File: src/rtl/dmxpwm_pkg.sv
// Shared types and constants for the lighting packet to PWM frame unit.
// Holds the gamma-2.6 table builder and the controller/datapath command types.
// No dependencies.
package dmxpwm_pkg;

  localparam int CHANNELS_DEF = 24;
  localparam int OFFSET_W     = 10;
  localparam logic [OFFSET_W-1:0] OFFSET_RESET = 10'd125;
  localparam int POS_W        = 11;
  localparam int PWM_W        = 12;
  localparam int PWM_MAX      = 4095;
  localparam int NBITS_W      = 5;

  typedef logic [255:0][PWM_W-1:0] gamma_tab_t;

  // Entry i = round(4095 * (i/255)^2.6), ties up, done exactly:
  // the count of k >= 0 with (2k+1)^5 * 255^13 <= 8190^5 * i^13.
  function automatic gamma_tab_t build_gamma();
    logic [175:0] base;
    logic [175:0] rhs;
    logic [175:0] prod;
    gamma_tab_t   tab;
    int           cnt;
    int           i;
    int           j;
    bit           stop;
    base = 176'd1;
    for (j = 0; j < 13; j++) base = base * 176'd255;
    cnt = 0;
    tab = '0;
    for (i = 0; i < 256; i++) begin
      rhs = 176'd1;
      for (j = 0; j < 13; j++) rhs = rhs * 176'(i);
      for (j = 0; j < 5; j++) rhs = rhs * 176'd8190;
      stop = 1'b0;
      while (cnt < PWM_MAX && !stop) begin
        prod = base;
        for (j = 0; j < 5; j++) prod = prod * 176'(2 * cnt + 1);
        if (prod > rhs) stop = 1'b1;
        else cnt++;
      end
      tab[i] = cnt[PWM_W-1:0];
    end
    return tab;
  endfunction

  localparam gamma_tab_t GAMMA = build_gamma();

  typedef struct packed {
    logic accept_en;
    logic ld_ch;
    logic dec_ch;
    logic load_acc;
    logic emit;
    logic flush;
  } dmxpwm_cmd_t;

  typedef struct packed {
    logic frame_go;
    logic nbits_ge8;
    logic nbits_zero;
    logic ch_zero;
    logic out_free;
  } dmxpwm_status_t;

endpackage

File: src/rtl/dmxpwm_ctrl.sv
// Frame sequencer: takes packet bytes while idle, then walks channels from last
// to first issuing read / load / emit commands. Depends on dmxpwm_pkg.
module dmxpwm_ctrl (
  input  logic                       clk,
  input  logic                       rst_n,
  input  dmxpwm_pkg::dmxpwm_status_t status,
  output dmxpwm_pkg::dmxpwm_cmd_t    cmd
);

  typedef enum logic [1:0] {
    S_IDLE,
    S_RD,
    S_LD,
    S_EMIT
  } state_t;

  state_t state_r;
  state_t state_nxt;

  always_comb begin
    cmd       = '0;
    state_nxt = state_r;
    case (state_r)
      S_IDLE: begin
        cmd.accept_en = 1'b1;
        if (status.frame_go) begin
          cmd.ld_ch = 1'b1;
          state_nxt = S_RD;
        end
      end
      S_RD: begin
        state_nxt = S_LD;
      end
      S_LD: begin
        cmd.load_acc = 1'b1;
        state_nxt    = S_EMIT;
      end
      S_EMIT: begin
        if (status.nbits_ge8) begin
          cmd.emit = status.out_free;
        end else if (!status.ch_zero) begin
          cmd.dec_ch = 1'b1;
          state_nxt  = S_RD;
        end else if (status.nbits_zero) begin
          state_nxt = S_IDLE;
        end else if (status.out_free) begin
          // odd channel count: pad the final nibble
          cmd.flush = 1'b1;
          state_nxt = S_IDLE;
        end
      end
      default: begin
        state_nxt = S_IDLE;
      end
    endcase
  end

  always_ff @(posedge clk) begin
    if (!rst_n) begin
      state_r <= S_IDLE;
    end else begin
      state_r <= state_nxt;
    end
  end

  a_go_to_read: assert property (@(posedge clk) disable iff (!rst_n)
    (state_r == S_IDLE && status.frame_go) |=> (state_r == S_RD))
    else $error("frame start did not enter channel read");

  a_no_emit_full: assert property (@(posedge clk) disable iff (!rst_n)
    (cmd.emit || cmd.flush) |-> status.out_free)
    else $error("byte emitted into a full output register");

  a_no_input_in_frame: assert property (@(posedge clk) disable iff (!rst_n)
    (state_r == S_LD || state_r == S_RD) |-> !cmd.accept_en)
    else $error("input taken during frame generation");

endmodule

File: config.mk
export PLATFORM = sky130hd
export DESIGN_NAME = dmxpwm_ctrl
export DESIGN_NICKNAME = d
export VERILOG_FILES = /design/src/rtl/dmxpwm_pkg.sv /design/src/rtl/dmxpwm_ctrl.sv
export SDC_FILE = /design/constraint.sdc
export NUM_CORES = 1
export LEC_CHECK = 0
export BUFFER_PORTS_ARGS = -buffer_cell sky130_fd_sc_hd__buf_2
export CAP_MARGIN = 20
export CORE_AREA = 2 2 39 41
export CTS_BUF_LIST = sky130_fd_sc_hd__clkbuf_8
export DETAILED_ROUTE_END_ITERATION = 8
export DIE_AREA = 0 0 41 43
export HOLD_SLACK_MARGIN = 0.06
export PLACE_DENSITY = 0.42
export SLEW_MARGIN = 20
export SYNTH_ARGS = -nofsm -noshare
export SYNTH_HDL_FRONTEND = slang
export SYNTH_SLANG_ARGS = --single-unit
export TNS_END_PERCENT = 30
File: constraint.sdc
create_clock -name clk -period 2.89 [get_ports clk]
set_clock_uncertainty 0.05 [all_clocks]
set_input_delay 0.289 -clock clk [delete_from_list [all_inputs] [get_ports clk]]
set_output_delay 0.289 -clock clk [all_outputs]
set_load 0.01 [all_outputs]
Yosys cells after proc, flatten, opt, wreduce, memory -nomap -nowiden
Index checks and enable logic that the tools add are counted.
{"block": "op_classes", "add_sub_neg": 0, "mul": 0, "n_div": 0, "n_lt_le_gt_ge": 0, "n_eq_ne": 6, "n_shift": 0, "mux": 18, "bitwise": 0, "reduce_logical": 2}
{"cell": "2-bit two-way mux", "n": 7}
{"cell": "1-bit two-way mux", "n": 10}
{"cell": "2-bit case mux with 4 select lines", "n": 1}
{"cell": "2-bit == test, second input constant", "n": 2}
{"cell": "2-bit != test, second input constant", "n": 2}
{"cell": "4-bit != test, second input constant", "n": 1}
{"cell": "3-bit AND reduction", "n": 1}
{"cell": "2-bit by 1-bit == test with 1-bit output, second input constant", "n": 1}
{"cell": "2-bit zero test", "n": 1}
{"block": "totals", "regBits": 2, "latch_bits": 0, "ram_bits": 0, "rom_bits": 0, "inputBits": 7, "out_inout_bits": 6, "elab_cells": 27, "n_memories": 0}

Depth between registers and ports, before layout
{"block": "logic_depth", "word_depth": 5, "ltp_mapped": 5, "ltp_nobuf": 5}

Worst setup path before layout
Ideal clock, no wire load.
{"block": "synth_timing", "path_type": "reg2reg", "startpoint": "register state_r[0]", "endpoint": "register state_r[1]", "setup_time_ps": 66, "t_arrival_ps": 1209, "t_required_ps": 2774, "slack_ps": 1565, "stages_incl_launch_ff": 6, "path_buffers": 0, "period_less_slack_ps": 1325, "path_cell_list": "dfxtp_1 -> inv_1 -> ha_1 -> or2b_1 -> a31o_1 -> a21boi_2"}
{"block": "synth_via", "elab_chain_cells": 3, "word_cells_on_any_way": 9, "classes_between": "eq/ne: 6; mux: 1; reduce/logical: 2"}
{"element": "from (decl)", "line": "dmxpwm_ctrl.sv:17", "source": "state_t state_r;"}
{"element": "from (signal assigned)", "line": "dmxpwm_ctrl.sv:62", "source": "state_r <= state_nxt;"}
{"element": "2-bit == test / 2-bit zero test (equally long branches)", "line": "dmxpwm_ctrl.sv:23", "source": "case (state_r)"}
{"element": "4-bit != test (no source line) / 2-bit != test (equally long branches)"}
{"element": "3-bit AND reduction (no source line)"}
Several ways; a longest one is shown, not always the timed one.
A chain may end at the register's enable or synchronous reset.

==> summary by stage <==
Clock network
The number of setup buffers added after CTS is 0. The hold buffer count at cts is 0. CTS built an H-tree with a depth of 1. TritonCTS built the clock tree. The later-pin clock latency in the skew report is approximately 0.20 ns.

The clock-pin slew on the worst setup and hold paths is about 0.030 ns. The clock drives 2 sinks. The maximum buffer depth of the clock tree is 2. The number of CTS-inserted buffers is 3. The root buffer cell chosen for the clock tree is clkbuf_8.

Once the clock tree was built, the resizer swapped 0 gates to a different size.

Worst setup path
On the critical path, the stage with the largest delay is an instance of dfxtp_1. STA classifies the critical path startpoint as a register. Of all nets on the critical path, the largest fanout is 5.

In this design, the stage delay of the slowest critical-path cell is 0.39 ns. STA puts the critical path data arrival time at approximately 1.2 ns. At the worst endpoint, the required time is 2.55 ns. STA classifies the critical path endpoint as an output pin. By startpoint and endpoint, the worst setup path is classified as register to output pin. Across all register-to-register paths, the minimum setup slack is 1.52 ns.

Traced cell by cell, the critical path runs through inv_1 -> ha_1 -> and2_1 -> buf_2.

Layout
The register name with the most flops is state_r. The register with the most flip-flops in the layout has 2 of them. Relative to the synthesized area, the layout overhead comes to 49.0%. The final net count is between 50 and 60. The storage element area is roughly 40 um2. The count of filler cells inserted in the layout is about 150. The multi-input combinational cells in the finished layout cover a total of approximately 200 um2. The cell area after layout is 369 um2. The largest registers in the layout are state_r (2). 0 antenna diodes ended up in the layout. Of the cells placed in the final design, the portion with a size suffix greater than 1 is 0.429.

Yosys
Among all cell types in the netlist, the one instantiated most often is ha_1. Of the post-synthesis cell area, the part taken by muxes is 0. By count the netlist is led by 5 x ha_1, 2 x dfxtp_1, 2 x inv_1, 2 x nand2_1, 2 x nor2_1. The post-synthesis adder-cell area fraction is 0.253. Of the total synthesized cell area, the portion taken by AND, OR, NAND and NOR gates is 0.389. When the netlist entered floorplanning its net count stood at 39.

Synthesis produced a netlist whose cell count is 27. In the synthesized netlist the dominant register cell turns out to be dfxtp_1. The number of synthesized register bits is 2.

The cell type contributing the most total cell area after synthesis is ha_1. Sorting the synthesized cells by area gives the leading types as ha_1 25%, dfxtp_1 16%, nand4bb_4 11%. The synthesized area divided by synthesized cell count is roughly 9 um2.

The synthesized-area fraction occupied by ao, oa, aoi and oai cells is 0.167. The number of enable-type register cells in the synthesized netlist is 0. The distinct cell type count of the synthesized netlist is 19. Of the synthesized area, sequential elements account for 0.162. The xor and xnor fraction of the mapped netlist area is 0.

The top-area cell type share of the netlist area is 0.253. Counting flops with an async set or reset pin after synthesis yields a share of 0. Yosys printed 0 warnings.

In this run the cell area of the synthesized design comes to ~250 um2. The combinational family with the most area after synthesis is simple AND/OR/NAND/NOR gates.

Routing
For this run, design rule violations remaining after detail routing come to 0. The met2 routed wirelength is between 200 and 250 um. The routed wire length on met3 is between 50 and 60 um. In this run the top signal layer used is met3. Dividing the detail-routed wire length by the instance count gives about 8.7 um.

For this run, the detailed router's first-pass iteration total came to 4. The number of design-rule violations left by the first detailed-router iteration is 4. Once detail routing completed, the nets flagged for antenna violations numbered 0. The post-detailed-routing wire length is between 500 and 600 um. Summing over every cut layer, the via total after detailed routing is between 200 and 250.

After detailed routing, the wire length on met1 is ~240 um. After detailed routing, the number of vias per cell comes to 4.14.

GRT
The initial antenna violation count is 0. The global-route wire length before repair is about 750 um. The largest net degree at the start of global routing is 6.

The via count of the first global-routing pass came to roughly 190. The global-route usage over all layers is 0.0601. The sum of overflow across all layers after global routing is 0.

Floorplanning
The region available for standard cell placement spans about 0.0014 mm2. The standard-cell row count is 14. The die area is 0.00176 mm2.

The width of the chip is a little over 40 um. The die is approximately 43 um tall. The count of pins on the block boundary is 13.

The initial utilization of the core area, before any placement, comes to 0.179.

Timing
The slew at the pin closest to its max-slew limit is between 0.15 and 0.2 ns. The count of final hold-check violations is 0. The total setup violations reported at the end of the flow is 0. After routing, the total negative slack on setup checks comes to 0 ns.

Dividing the final minimum period by the clock period gives 0.531. The clock period could shrink to between 1.5 and 2 ns. Timing would allow up to around 650 MHz. Setup repair after global routing left no endpoint under its margin. The worst slew slack as a fraction of its limit is 0.894. The number of max-slew violations in the final report was 0.

Power
The static power due to leakage is roughly 0.00018 uW. The combinational share of power is 0.453. Of the total power, registers draw 0.197. Cell internal power was estimated by the tool at ~190 uW.

For this design the ratio of total power to cell area is approximately 810 mW/mm2. The switching power total is ~110 uW. Of the total power, the clock network draws 0.350. The maximum resistive drop on vdd is between 200 and 250 uV.

Of the total power, the share spent switching nets is 0.358.

Placement
The post-detailed-placement half-perimeter wirelength is approximately 430 um. In this run the cell area measured after placement is roughly 330 um2. Port buffering added 12 buffers. The congestion estimate from routability-driven global placement came to roughly 0.60.

Run
The max capacitance violation total is 0.

Run status
The flow ran to the end, and the final reports show no timing, DRC or antenna violations.

Hold path
The tightest min-delay check is of the input pin to register type.
-- per-stage QoR --
step	util	power, uW	hold slack, ns	setup slack, ns	cells
5_1_grt	0.267	334	0.339	1.25	58
3_3_place_gp	0.237	202	0.539	1.51	55
6_report	0.267	301	0.321	1.36	58
4_1_cts	0.267	308	0.319	1.34	58
3_5_place_dp	0.237	199	0.532	1.50	55
2_1_floorplan	-	156	0.389	1.56	27
-- power groups by stage --
stage,logic [uW],registers [uW],clock network (uW)
after detailed placement,138,60.9,0
after global routing,158,63.9,113
after global placement,141,61.0,0
after floorplan,101,55.3,0
final,136,59.3,105
after CTS,140,60.3,109
-- final timing paths --
check | cells past startpoint | endpoint | startpoint
worst max-delay path | 4 | cmd[4] | state_r[0]$_SDFFE_PN0P_
worst min-delay path | 3 | state_r[0]$_SDFFE_PN0P_ | rst_n
worst max register to register | 5 | state_r[0]$_SDFFE_PN0P_ | state_r[0]$_SDFFE_PN0P_
worst min register to register | 3 | state_r[0]$_SDFFE_PN0P_ | state_r[0]$_SDFFE_PN0P_
-- kinds of logic after synthesis --
logic type                 count (synthesis)
adders and majority gates                  5
AOI/OAI and AO/OA                          5
DFF                                        2
and+or+nand+nor                           13
buffers and inverters                      2
-- cell usage in the layout, fill, tap and decap left out --
master / n
buf_2: 12
ha_1: 5
clkbuf_8: 3
inv_1: 2
nor2_1: 2
nand2_1: 2
dfxtp_1: 2
and2_1: 1
nand4b_1: 1
nand2b_1: 1
and3_2: 1
or2b_1: 1
nand4bb_4: 1
nand3_1: 1
nor2b_1: 1
o21ai_0: 1
a41oi_1: 1
o21bai_1: 1
nand4_1: 1
a31o_1: 1
a21boi_2: 1
-- critical path, delay by kind of cell (launching register included) --
kind                     cells  cell delay, ns
buffers and inverters        2            0.23
adder cells (fa/ha/maj)      1            0.22
flip-flops                   1            0.39
AND/OR/NAND/NOR              1            0.15
-- final cells by class --
type,instances,area share
multi-input combinational,23,0.542
timing repair buffer,12,0.163
clock buffer,3,0.112
sequential,2,0.108
tap,16,0.0542
inverter,2,0.0203
-- metal layers --
metal	global-route usage	vias to the layer above
met3	0.0157	0
met1	0.0895	100
met5	0	-
met4	0	0
met2	0.0906	12
li1	-	128
Power figures use the tool's default switching activity.
