## src/rtl/dmxpwm_pkg.sv

```systemverilog
// Shared types and constants for the lighting packet to PWM frame unit.
// Holds the gamma-2.6 table builder and the controller/datapath command types.
// No dependencies.
package dmxpwm_pkg;

  localparam int CHANNELS_DEF = 24;
  localparam int OFFSET_W     = 10;
  localparam logic [OFFSET_W-1:0] OFFSET_RESET = 10'd125;
  localparam int POS_W        = 11;
  localparam int PWM_W        = 12;
  localparam int PWM_MAX      = 4095;
  localparam int NBITS_W      = 5;

  typedef logic [255:0][PWM_W-1:0] gamma_tab_t;

  // Entry i = round(4095 * (i/255)^2.6), ties up, done exactly:
  // the count of k >= 0 with (2k+1)^5 * 255^13 <= 8190^5 * i^13.
  function automatic gamma_tab_t build_gamma();
    logic [175:0] base;
    logic [175:0] rhs;
    logic [175:0] prod;
    gamma_tab_t   tab;
    int           cnt;
    int           i;
    int           j;
    bit           stop;
    base = 176'd1;
    for (j = 0; j < 13; j++) base = base * 176'd255;
    cnt = 0;
    tab = '0;
    for (i = 0; i < 256; i++) begin
      rhs = 176'd1;
      for (j = 0; j < 13; j++) rhs = rhs * 176'(i);
      for (j = 0; j < 5; j++) rhs = rhs * 176'd8190;
      stop = 1'b0;
      while (cnt < PWM_MAX && !stop) begin
        prod = base;
        for (j = 0; j < 5; j++) prod = prod * 176'(2 * cnt + 1);
        if (prod > rhs) stop = 1'b1;
        else cnt++;
      end
      tab[i] = cnt[PWM_W-1:0];
    end
    return tab;
  endfunction

  localparam gamma_tab_t GAMMA = build_gamma();

  typedef struct packed {
    logic accept_en;
    logic ld_ch;
    logic dec_ch;
    logic load_acc;
    logic emit;
    logic flush;
  } dmxpwm_cmd_t;

  typedef struct packed {
    logic frame_go;
    logic nbits_ge8;
    logic nbits_zero;
    logic ch_zero;
    logic out_free;
  } dmxpwm_status_t;

endpackage

```

## src/rtl/dmxpwm_ram.sv

```systemverilog
// Generic single-write, single-read RAM with registered read data.
// No dependencies.
module dmxpwm_ram #(
  parameter int WIDTH = 8,
  parameter int DEPTH = 24
) (
  input  logic                     clk,
  input  logic                     wr_en,
  input  logic [$clog2(DEPTH)-1:0] wr_addr,
  input  logic [WIDTH-1:0]         wr_data,
  input  logic [$clog2(DEPTH)-1:0] rd_addr,
  output logic [WIDTH-1:0]         rd_data
);

  logic [WIDTH-1:0] mem [DEPTH];
  logic [WIDTH-1:0] rd_data_r;

  always_ff @(posedge clk) begin
    if (wr_en) begin
      mem[wr_addr] <= wr_data;
    end
    rd_data_r <= mem[rd_addr];
  end

  assign rd_data = rd_data_r;

endmodule

```

## src/rtl/dmxpwm_dp.sv

```systemverilog
// Datapath: byte position tracking, start code and channel store, gamma lookup,
// 12-bit to byte packing and output register. Depends on dmxpwm_pkg, dmxpwm_ram.
module dmxpwm_dp #(
  parameter int CHANNELS = dmxpwm_pkg::CHANNELS_DEF
) (
  input  logic                                clk,
  input  logic                                rst_n,
  input  dmxpwm_pkg::dmxpwm_cmd_t             cmd,
  output dmxpwm_pkg::dmxpwm_status_t          status,
  input  logic                                cfg_we,
  input  logic [dmxpwm_pkg::OFFSET_W-1:0]     cfg_offset,
  input  logic                                in_valid,
  input  logic [7:0]                          in_byte,
  input  logic                                in_end,
  output logic                                in_ready,
  output logic                                out_valid,
  output logic [7:0]                          out_byte,
  output logic                                out_last,
  input  logic                                out_ready
);

  localparam int CH_W  = (CHANNELS > 1) ? $clog2(CHANNELS) : 1;
  localparam int POS_W = dmxpwm_pkg::POS_W;
  localparam int OFF_W = dmxpwm_pkg::OFFSET_W;
  localparam int NB_W  = dmxpwm_pkg::NBITS_W;
  localparam int PWM_W = dmxpwm_pkg::PWM_W;

  logic [OFF_W-1:0]  off_r;
  logic [POS_W-1:0]  pos_r, pos_nxt;
  logic [POS_W-1:0]  len_r;
  logic [7:0]        sc_r, sc_nxt;
  logic [CH_W-1:0]   ch_r;
  logic [15:0]       acc_r;
  logic [NB_W-1:0]   nbits_r;
  logic              out_valid_r;
  logic [7:0]        out_byte_r;
  logic              out_last_r;

  logic              accept;
  logic              pos_eq, pos_gt, idx_ok;
  logic [POS_W-1:0]  pos_inc, diff;
  logic              frame_go;
  logic [7:0]        rd_data;
  logic              reached;
  logic [PWM_W-1:0]  pwm_val;
  logic [NB_W-1:0]   nbits_left;
  logic [7:0]        emit_byte;

  assign in_ready = cmd.accept_en;
  assign accept   = in_valid && cmd.accept_en;

  assign pos_eq  = (pos_r == POS_W'(off_r));
  assign pos_gt  = (pos_r > POS_W'(off_r));
  assign diff    = pos_r - POS_W'(off_r) - POS_W'(1);
  assign idx_ok  = pos_gt && (diff < POS_W'(CHANNELS));
  assign pos_inc = (&pos_r) ? pos_r : pos_r + POS_W'(1);
  assign sc_nxt  = pos_eq ? in_byte : sc_r;
  assign frame_go = accept && in_end && (pos_inc > POS_W'(off_r)) && (sc_nxt == 8'h00);
  assign pos_nxt = in_end ? '0 : pos_inc;

  dmxpwm_ram #(
    .WIDTH (8),
    .DEPTH (CHANNELS)
  ) u_chan_ram (
    .clk     (clk),
    .wr_en   (accept && idx_ok),
    .wr_addr (diff[CH_W-1:0]),
    .wr_data (in_byte),
    .rd_addr (ch_r),
    .rd_data (rd_data)
  );

  // channel reached if offset + 1 + ch < packet length
  assign reached = ((POS_W+1)'(off_r) + (POS_W+1)'(1) + (POS_W+1)'(ch_r))
                   < (POS_W+1)'(len_r);
  assign pwm_val = reached ? dmxpwm_pkg::GAMMA[rd_data] : '0;

  assign nbits_left = nbits_r - NB_W'(8);
  always_comb begin
    case (nbits_r)
      NB_W'(16): emit_byte = acc_r[15:8];
      NB_W'(12): emit_byte = acc_r[11:4];
      default:   emit_byte = acc_r[7:0];
    endcase
  end

  always_ff @(posedge clk) begin
    if (!rst_n) begin
      off_r       <= dmxpwm_pkg::OFFSET_RESET;
      pos_r       <= '0;
      sc_r        <= '0;
      nbits_r     <= '0;
      out_valid_r <= 1'b0;
    end else begin
      if (cfg_we) begin
        off_r <= cfg_offset;
      end
      if (accept) begin
        pos_r <= pos_nxt;
        sc_r  <= sc_nxt;
      end
      if (cmd.load_acc) begin
        nbits_r <= nbits_r + NB_W'(PWM_W);
      end else if (cmd.emit) begin
        nbits_r <= nbits_left;
      end else if (cmd.flush) begin
        nbits_r <= '0;
      end
      if (cmd.emit || cmd.flush) begin
        out_valid_r <= 1'b1;
      end else if (out_ready) begin
        out_valid_r <= 1'b0;
      end
    end
  end

  always_ff @(posedge clk) begin
    if (frame_go) begin
      len_r <= pos_inc;
    end
    if (cmd.ld_ch) begin
      ch_r <= CH_W'(CHANNELS - 1);
    end else if (cmd.dec_ch) begin
      ch_r <= ch_r - CH_W'(1);
    end
    // acc holds at most 4 pending bits before a load
    if (cmd.load_acc) begin
      acc_r <= {acc_r[3:0], pwm_val};
    end else if (cmd.emit) begin
      acc_r <= acc_r & ~(16'hFFFF << nbits_left);
    end
    if (cmd.emit) begin
      out_byte_r <= emit_byte;
      out_last_r <= (ch_r == '0) && (nbits_r == NB_W'(8));
    end else if (cmd.flush) begin
      out_byte_r <= {acc_r[3:0], 4'h0};
      out_last_r <= 1'b1;
    end
  end

  assign status.frame_go   = frame_go;
  assign status.nbits_ge8  = (nbits_r >= NB_W'(8));
  assign status.nbits_zero = (nbits_r == '0);
  assign status.ch_zero    = (ch_r == '0);
  assign status.out_free   = !out_valid_r || out_ready;

  assign out_valid = out_valid_r;
  assign out_byte  = out_byte_r;
  assign out_last  = out_last_r;

  a_nbits_legal: assert property (@(posedge clk) disable iff (!rst_n)
    (nbits_r[1:0] == 2'b00) && (nbits_r <= NB_W'(16)))
    else $error("bit accumulator count out of range");

  a_load_low_fill: assert property (@(posedge clk) disable iff (!rst_n)
    cmd.load_acc |-> (nbits_r < NB_W'(8)))
    else $error("channel loaded while a full byte was pending");

  a_pos_cleared: assert property (@(posedge clk) disable iff (!rst_n)
    (accept && in_end) |=> (pos_r == '0))
    else $error("byte position not cleared after packet end");

endmodule

```

## config.mk

```make
export PLATFORM = sky130hd
export DESIGN_NAME = dmxpwm_dp
export DESIGN_NICKNAME = d
export VERILOG_FILES = /design/src/rtl/dmxpwm_pkg.sv /design/src/rtl/dmxpwm_ram.sv /design/src/rtl/dmxpwm_dp.sv
export SDC_FILE = /design/constraint.sdc
export NUM_CORES = 1
export LEC_CHECK = 0
export BUFFER_PORTS_ARGS = -buffer_cell sky130_fd_sc_hd__buf_2
export CAP_MARGIN = 20
export CORE_ASPECT_RATIO = 1.75
export CORE_MARGIN = 2
export CORE_UTILIZATION = 32
export DETAILED_ROUTE_END_ITERATION = 10
export GPL_TIMING_DRIVEN = 0
export SYNTH_ARGS = -nofsm -noshare
export SYNTH_HDL_FRONTEND = slang
export SYNTH_SLANG_ARGS = --single-unit
```

## constraint.sdc

```tcl
create_clock -name clk -period 10.7 [get_ports clk]
set_input_delay 2.14 -clock clk [delete_from_list [all_inputs] [get_ports clk]]
set_output_delay 2.14 -clock clk [all_outputs]
set_load 0.05 [all_outputs]
```

[Word level (Yosys, flattened, before mapping)]
Memory sizes are Yosys's and may differ from the RTL's. A register that Yosys moved wholly into a read port is not among the register bits.
Index checks and enable logic that the tools add are counted.
Widths: inputs -> output; s select.
Storage, ports and cells
  output and inout bits: 16
  word-level logic and storage cells: 70
  bits in read-only memories: 3072
  register bits after elaboration: 76
  memories kept: 2
  bits in writable memories: 192
  input bits: 30
Operators by class
  multiplexer cells: 19
  reductions and logical operators: 18
  add/sub/neg operators: 8
  shifts and indexed selects: 1
  equality and inequality tests: 4
  bitwise gates (word level): 2
  $lt $le $gt $ge: 6
Memory list
  (no name shown): depth 256, bits a word 12, rd ports 1, clocked after Yosys merged registers in 0, write ports 0, RTL line dmxpwm_dp.sv:76  | assign pwm_val = reached ? dmxpwm_pkg::GAMMA[rd_data] : '0;
  u_chan_ram.mem: depth 24, bits a word 8, rd ports 1, clocked after Yosys merged registers in 1, write ports 1, RTL line dmxpwm_ram.sv:15  | logic [WIDTH-1:0] mem [DEPTH];
Operators by type and width (count)
  $mux 16: 2
  $mux 12: 2
  $mux 8: 3
  $gt 11x10->1: 2
  $mux 11: 2
  $and 16x16->16: 1
  $not 16->16: 1
  $pmux 8 s2: 1
  $shl 16x5->16 const A: 1
  $mux 5: 3
  $add 11x5->12: 1
  $lt 12x11->1: 1
  $add 10x1->11 const B: 1
  $add 11x1->11 const B: 1
  $eq 11x10->1: 1
  $lt 11x5->1 const B: 1
  $reduce_and 11->1: 1
  $sub 11x1->11 const B: 1
  $sub 11x10->11: 1
  $eq 5x4->1 const B: 2
  $logic_not 5->1: 2
  $lt 8x9->1 const B: 1
  $logic_not 8->1: 1
  $logic_and 1x1->1: 7
  other kinds (10): 18

[Longest topological paths before layout]
  word-level depth: 7
  mapped depth: 20
  mapped depth without buffers: 15

[Modules after synthesis]
A second synthesis with hierarchy kept.
Second synthesis, totals
  cells, all modules: 1336
  area total of the unflattened synthesis: 15183.3 µm²
Modules (own cells, without submodules)
  dmxpwm_ram: area each 7719.9 µm², seq. area each 5925.7 µm², instances 1, cells each 383
  dmxpwm_dp: area each 7463.4 µm², seq. area each 1841.8 µm², instances 1, cells each 953

[Worst setup path before layout]
No wires, ideal clock.
  path kind: input-to-output
  from: input port in_byte[2]
  to: output port status[4] in the netlist's numbering
  path slack: 4.937 ns
  buffers on the path: 1
  data required time: 8.560 ns
  arrival: 3.623 ns
  stages on the path: 6
  cell sequence: nor4_1 -> nand2_1 -> o21ai_1 -> nand4_1 -> a21oi_1 -> buf_4
Between the ends
  cells in the longest elaborated chain, start to end: 3
Ends and longest elaborated chain
  start, declared: RTL line dmxpwm_dp.sv:13  | input logic [7:0] in_byte,
  $mux 8: RTL line dmxpwm_dp.sv:57  | assign sc_nxt = pos_eq ? in_byte : sc_r;
  $logic_not 8->1: RTL line dmxpwm_dp.sv:58  | assign frame_go = accept && in_end && (pos_inc > POS_W'(off_r)) && (sc_nxt == 8'h00);
  $logic_and 1x1->1: RTL line dmxpwm_dp.sv:58
  end, declared: RTL line dmxpwm_dp.sv:9  | output dmxpwm_pkg::dmxpwm_status_t status,
Every way passes these cells.

[Final worst setup path]
  from: register pos_r[0]
  to: output port status[4] in the netlist's numbering
Between the ends
  cells in the longest elaborated chain, start to end: 5
  elaborated cells between the ends (all ways): 9
  those cells by class: add/sub: 1; order compare: 1; eq/ne: 1; mux: 2; reduce/logical: 4
Ends and longest elaborated chain
  start, declared: RTL line dmxpwm_dp.sv:29  | logic [POS_W-1:0] pos_r, pos_nxt;
  start signal, assigned: RTL line dmxpwm_dp.sv:99  | pos_r <= pos_nxt;
  $add 11x1->11 or $reduce_and 11->1 (tied branches): RTL line dmxpwm_dp.sv:56  | assign pos_inc = (&pos_r) ? pos_r : pos_r + POS_W'(1);
  $mux 11 *: RTL line dmxpwm_dp.sv:56
  net pos_inc[4]: RTL line dmxpwm_dp.sv:41  | logic [POS_W-1:0] pos_inc, diff;
  $gt 11x10->1 *: RTL line dmxpwm_dp.sv:58
  $logic_and 1x1->1 * (2 in series): RTL line dmxpwm_dp.sv:58
Mark *: on every way through the listed nets, which the timed path passes. The rest lies on a longest branch.

==> flow_summary_export.csv <==
group,metric,value,unit
run_status,status,"completed",
yosys,yosysWarnings,0,
route,dr_total_vias,11900,
critical_path,critPathMaxFanout,12,
yosys,ys_seq_area_share,50.4,%
sta,grt_setup_unrepaired,"no",
critical_path,arrival,4.84,ns
layout,final_nets,1513,
route,firstDrtPassIters,6,
die,dieWidth,170,µm
die,io_pins,46,
grt,antenna_found_initial,6,
yosys,synthesis.area,15400,µm²
critical_path,cp.required,8.56,ns
route,wl_per_cell,29.0,µm
place,gp_congestion,1.02,
power_and_ir_drop,leakagePower,6.03,nW
clock_tree,cts_hold_buffers,0,
worst_hold_path,hp-class,"reg -> reg",
sta,hold_viol_final,0,
clock_tree,cts_setup_buffers,0,
place,placedCellCount,1976,
sta,finalMaxSlewViolations,0,
clock_tree,clock_path_buffers,3,
layout,final_cells,2042,
critical_path,worstSetupPathType,"reg -> out",
sta,finClkSkew,0.0282,ns
power_and_ir_drop,power.density,159,nW/µm²
yosys,ys_async_sr_fraction,0,%
power_and_ir_drop,p_sw_share,31.5,%
yosys,synth_seq_cells,274,
yosys,synthFlopType,"edfxtp_1",
critical_path,crit_path_end_kind,"output pin",
die,die_area,50000,µm²
place,io_buffers,44,
die,start_util,32.3,%
critical_path,cp-start-kind,"flip-flop",
clock_tree,htreeDepth,1,
clock_tree,clk_latency,0.58,ns
die,die_height,294,µm
power_and_ir_drop,p_clk_share,34.2,%
yosys,ys_types,90,
place,hpwl,44.4,mm
route,drt-total-wl,59.3,mm
grt,track_usage,23.9,%
route,ant_nets,0,
place,dp_slack,4.03,ns
sta,worst_slew_pin_slew,1.11,ns
power_and_ir_drop,power_frac_comb,22.1,%
yosys,synth.net_count,1417,
layout,drive_gt1_share,17.0,%
yosys,synth-edff-count,228,
clock_tree,cts_made_buffers,28,
sta,finalSetupViolCount,0,
layout,multi_input_area,7010,µm²
clock_tree,clkSinkCount,274,
power_and_ir_drop,p_seq_share,43.7,%
die,core,47700,µm²
clock_tree,cts_root_buffer,"clkbuf_16",
power_and_ir_drop,ir_drop,0.0000986,V
sta,period_share,65.2,%
yosys,syn_avg_cell_area,11.6,µm²
yosys,syn_inst,1327,
grt,grt_pass1_vias,12300,
layout,nFillCells,4668,
sta,fin_ws,3.72,ns
sta,hold_slack,0.519,ns
layout,seqCellArea,7770,µm²
sta,maxSlewHeadroom,25.4,%
power_and_ir_drop,switchingPower,0.874,mW
die,rows,106,
grt,overflow,0,
grt,grt_max_degree,27,
power_and_ir_drop,p_int,1.90,mW
route,drt_iter0_drc,950,
sta,max_freq,143,MHz
grt,grt_pass1_wl,85.6,mm
route,vias_per_cell,5.83,
route,drc,0,
job,maxCapViolCount,0,
layout,syn_to_final_growth,13.3,%
clock_tree,cts_tree,"built",
clock_tree,cts_resized,0,
clock_tree,clk_pin_slew,0.06,ns
sta,finalWorstPathRequiredPeriod,6.98,ns
sta,tns,0,ns
[per-layer routing]
metal | up-vias | global-route usage [%] | wire [µm] | part of all wire [%]
met3 | 225 | 4.54 | 2850 | 4.8
met1 | 5875 | 23.1 | 19800 | 33
met2 | 454 | 44.3 | 31100 | 53
met5 | - | 0 | 39 | 0.066
li1 | 5340 | - | - | -
met4 | 6 | 18.4 | 5440 | 9.2
[final timing paths]
| path | startpoint | end | slack, ns | depth (start not counted) |
|---|---|---|---|---|
| worst max-delay path | pos_r[0] | status[4] | 3.72 | 16 |
| worst min-delay path | sc_r[1] | sc_r[1] | 0.52 | 2 |
| worst min register to register | sc_r[1] | sc_r[1] | 0.52 | 2 |
| worst max register to register | ch_r[1] | acc_r[6] | 5.06 | 17 |
[flip-flops by register name (all words and copies together) (netlist names)]
register            cells
ch_r                    5
len_r                  11
out_byte                8
u_chan_ram.rd_data      8
sc_r                    8
u_chan_ram.mem        192
nbits_r                 3
out_last                1
off_r                  10
out_valid               1
pos_r                  11
acc_r                  16
[cells by family (layout without fill, tap and decap cells)]
| logic type | Yosys count | in the layout | share of synthesized area (%) |
|---|---|---|---|
| fa+ha+maj | 60 | 60 | 4.96 |
| simple gates | 409 | 409 | 14.6 |
| buf+inv | 153 | 269 | 4.34 |
| flops | 274 | 274 | 50.4 |
| mux | 81 | 81 | 9.82 |
| compound gates | 327 | 327 | 14.5 |
| other cells | 0 | 5 | 0 |
| xor+xnor | 23 | 23 | 1.35 |
[metrics by stage]
step           instance area, µm²  utilization, %  power [mW]
2_1_floorplan               15400               -        1.58
3_3_place_gp                16400            34.3        1.83
3_5_place_dp                16500            34.6        1.82
4_1_cts                     17400            36.4        2.77
5_1_grt                     17500            36.6        2.86
6_report                    17500            36.6        2.77
[cells in the final DEF, fill, tap and decap left out, types with 12 or more instances in the layout]
cell and count:
nand2_1 90, a22oi_1 14, nor3_1 33, nand4_1 15, nor2b_1 46, xnor2_1 19, ha_1 58, nand3_1 44
buf_2 70, nand2b_1 26, nor4_2 24, buf_4 24, inv_1 54, o31ai_1 14, clkbuf_16 28, or3_1 12
buf_1 15, clkbuf_1 45, dfxtp_1 46, o21ai_1 12, a31oi_1 25, a21oi_1 70, mux4_2 56, nor2_1 66
edfxtp_1 228, o211ai_1 19, mux2i_1 22, o21ai_0 49
[power by group through the flow]
stage | Sequential, mW | Combinational, mW | Clock (mW)
6_report | 1.21 | 0.612 | 0.949
5_1_grt | 1.21 | 0.640 | 1.01
4_1_cts | 1.21 | 0.588 | 0.968
2_1_floorplan | 1.24 | 0.337 | 0
3_5_place_dp | 1.23 | 0.586 | 0
3_3_place_gp | 1.23 | 0.594 | 0
[final cells by class]
type	instances	area share, %
antenna	5	0.0716
buffer	96	2.61
clock buffer	30	4.05
clock inverter	20	1.00
inverter	57	1.22
multi-input combinational	900	40.1
sequential	274	44.5
tap	594	4.25
timing repair buffer	66	2.18
[synth_stat cells, types with 20 or more instances]
master / n / share of area (%)
nor2_1: 66 / 1.6
o21ai_0: 49 / 1.6
nand3_1: 44 / 1.4
buf_2: 25 / 0.81
clkbuf_1: 43 / 1.0
dfxtp_1: 46 / 6.0
nor4_2: 20 / 1.6
nor2b_1: 46 / 1.9
mux2i_1: 22 / 1.4
a21oi_1: 70 / 2.3
mux4_2: 56 / 8.2
nand2b_1: 26 / 1.1
edfxtp_1: 228 / 44
nand2_1: 90 / 2.2
ha_1: 58 / 4.7
a31oi_1: 25 / 1.0
inv_1: 54 / 1.3
nor3_1: 33 / 1.1
[worst max-delay path, stage by stage, from the launching register on]
cell	delay, ns
dfxtp_1	0.49
ha_1	0.24
nand4_1	0.14
nor2_1	0.21
nand4_1	0.22
clkbuf_1	0.31
and2_1	0.24
xnor2_1	0.17
inv_1	0.08
ha_1	0.29
nand4_1	0.13
nor2_1	0.06
a31oi_1	0.22
o2111ai_1	0.15
a21oi_1	0.82
buf_4	0.23
buf_2	0.25
Power figures use the tool's default switching activity.
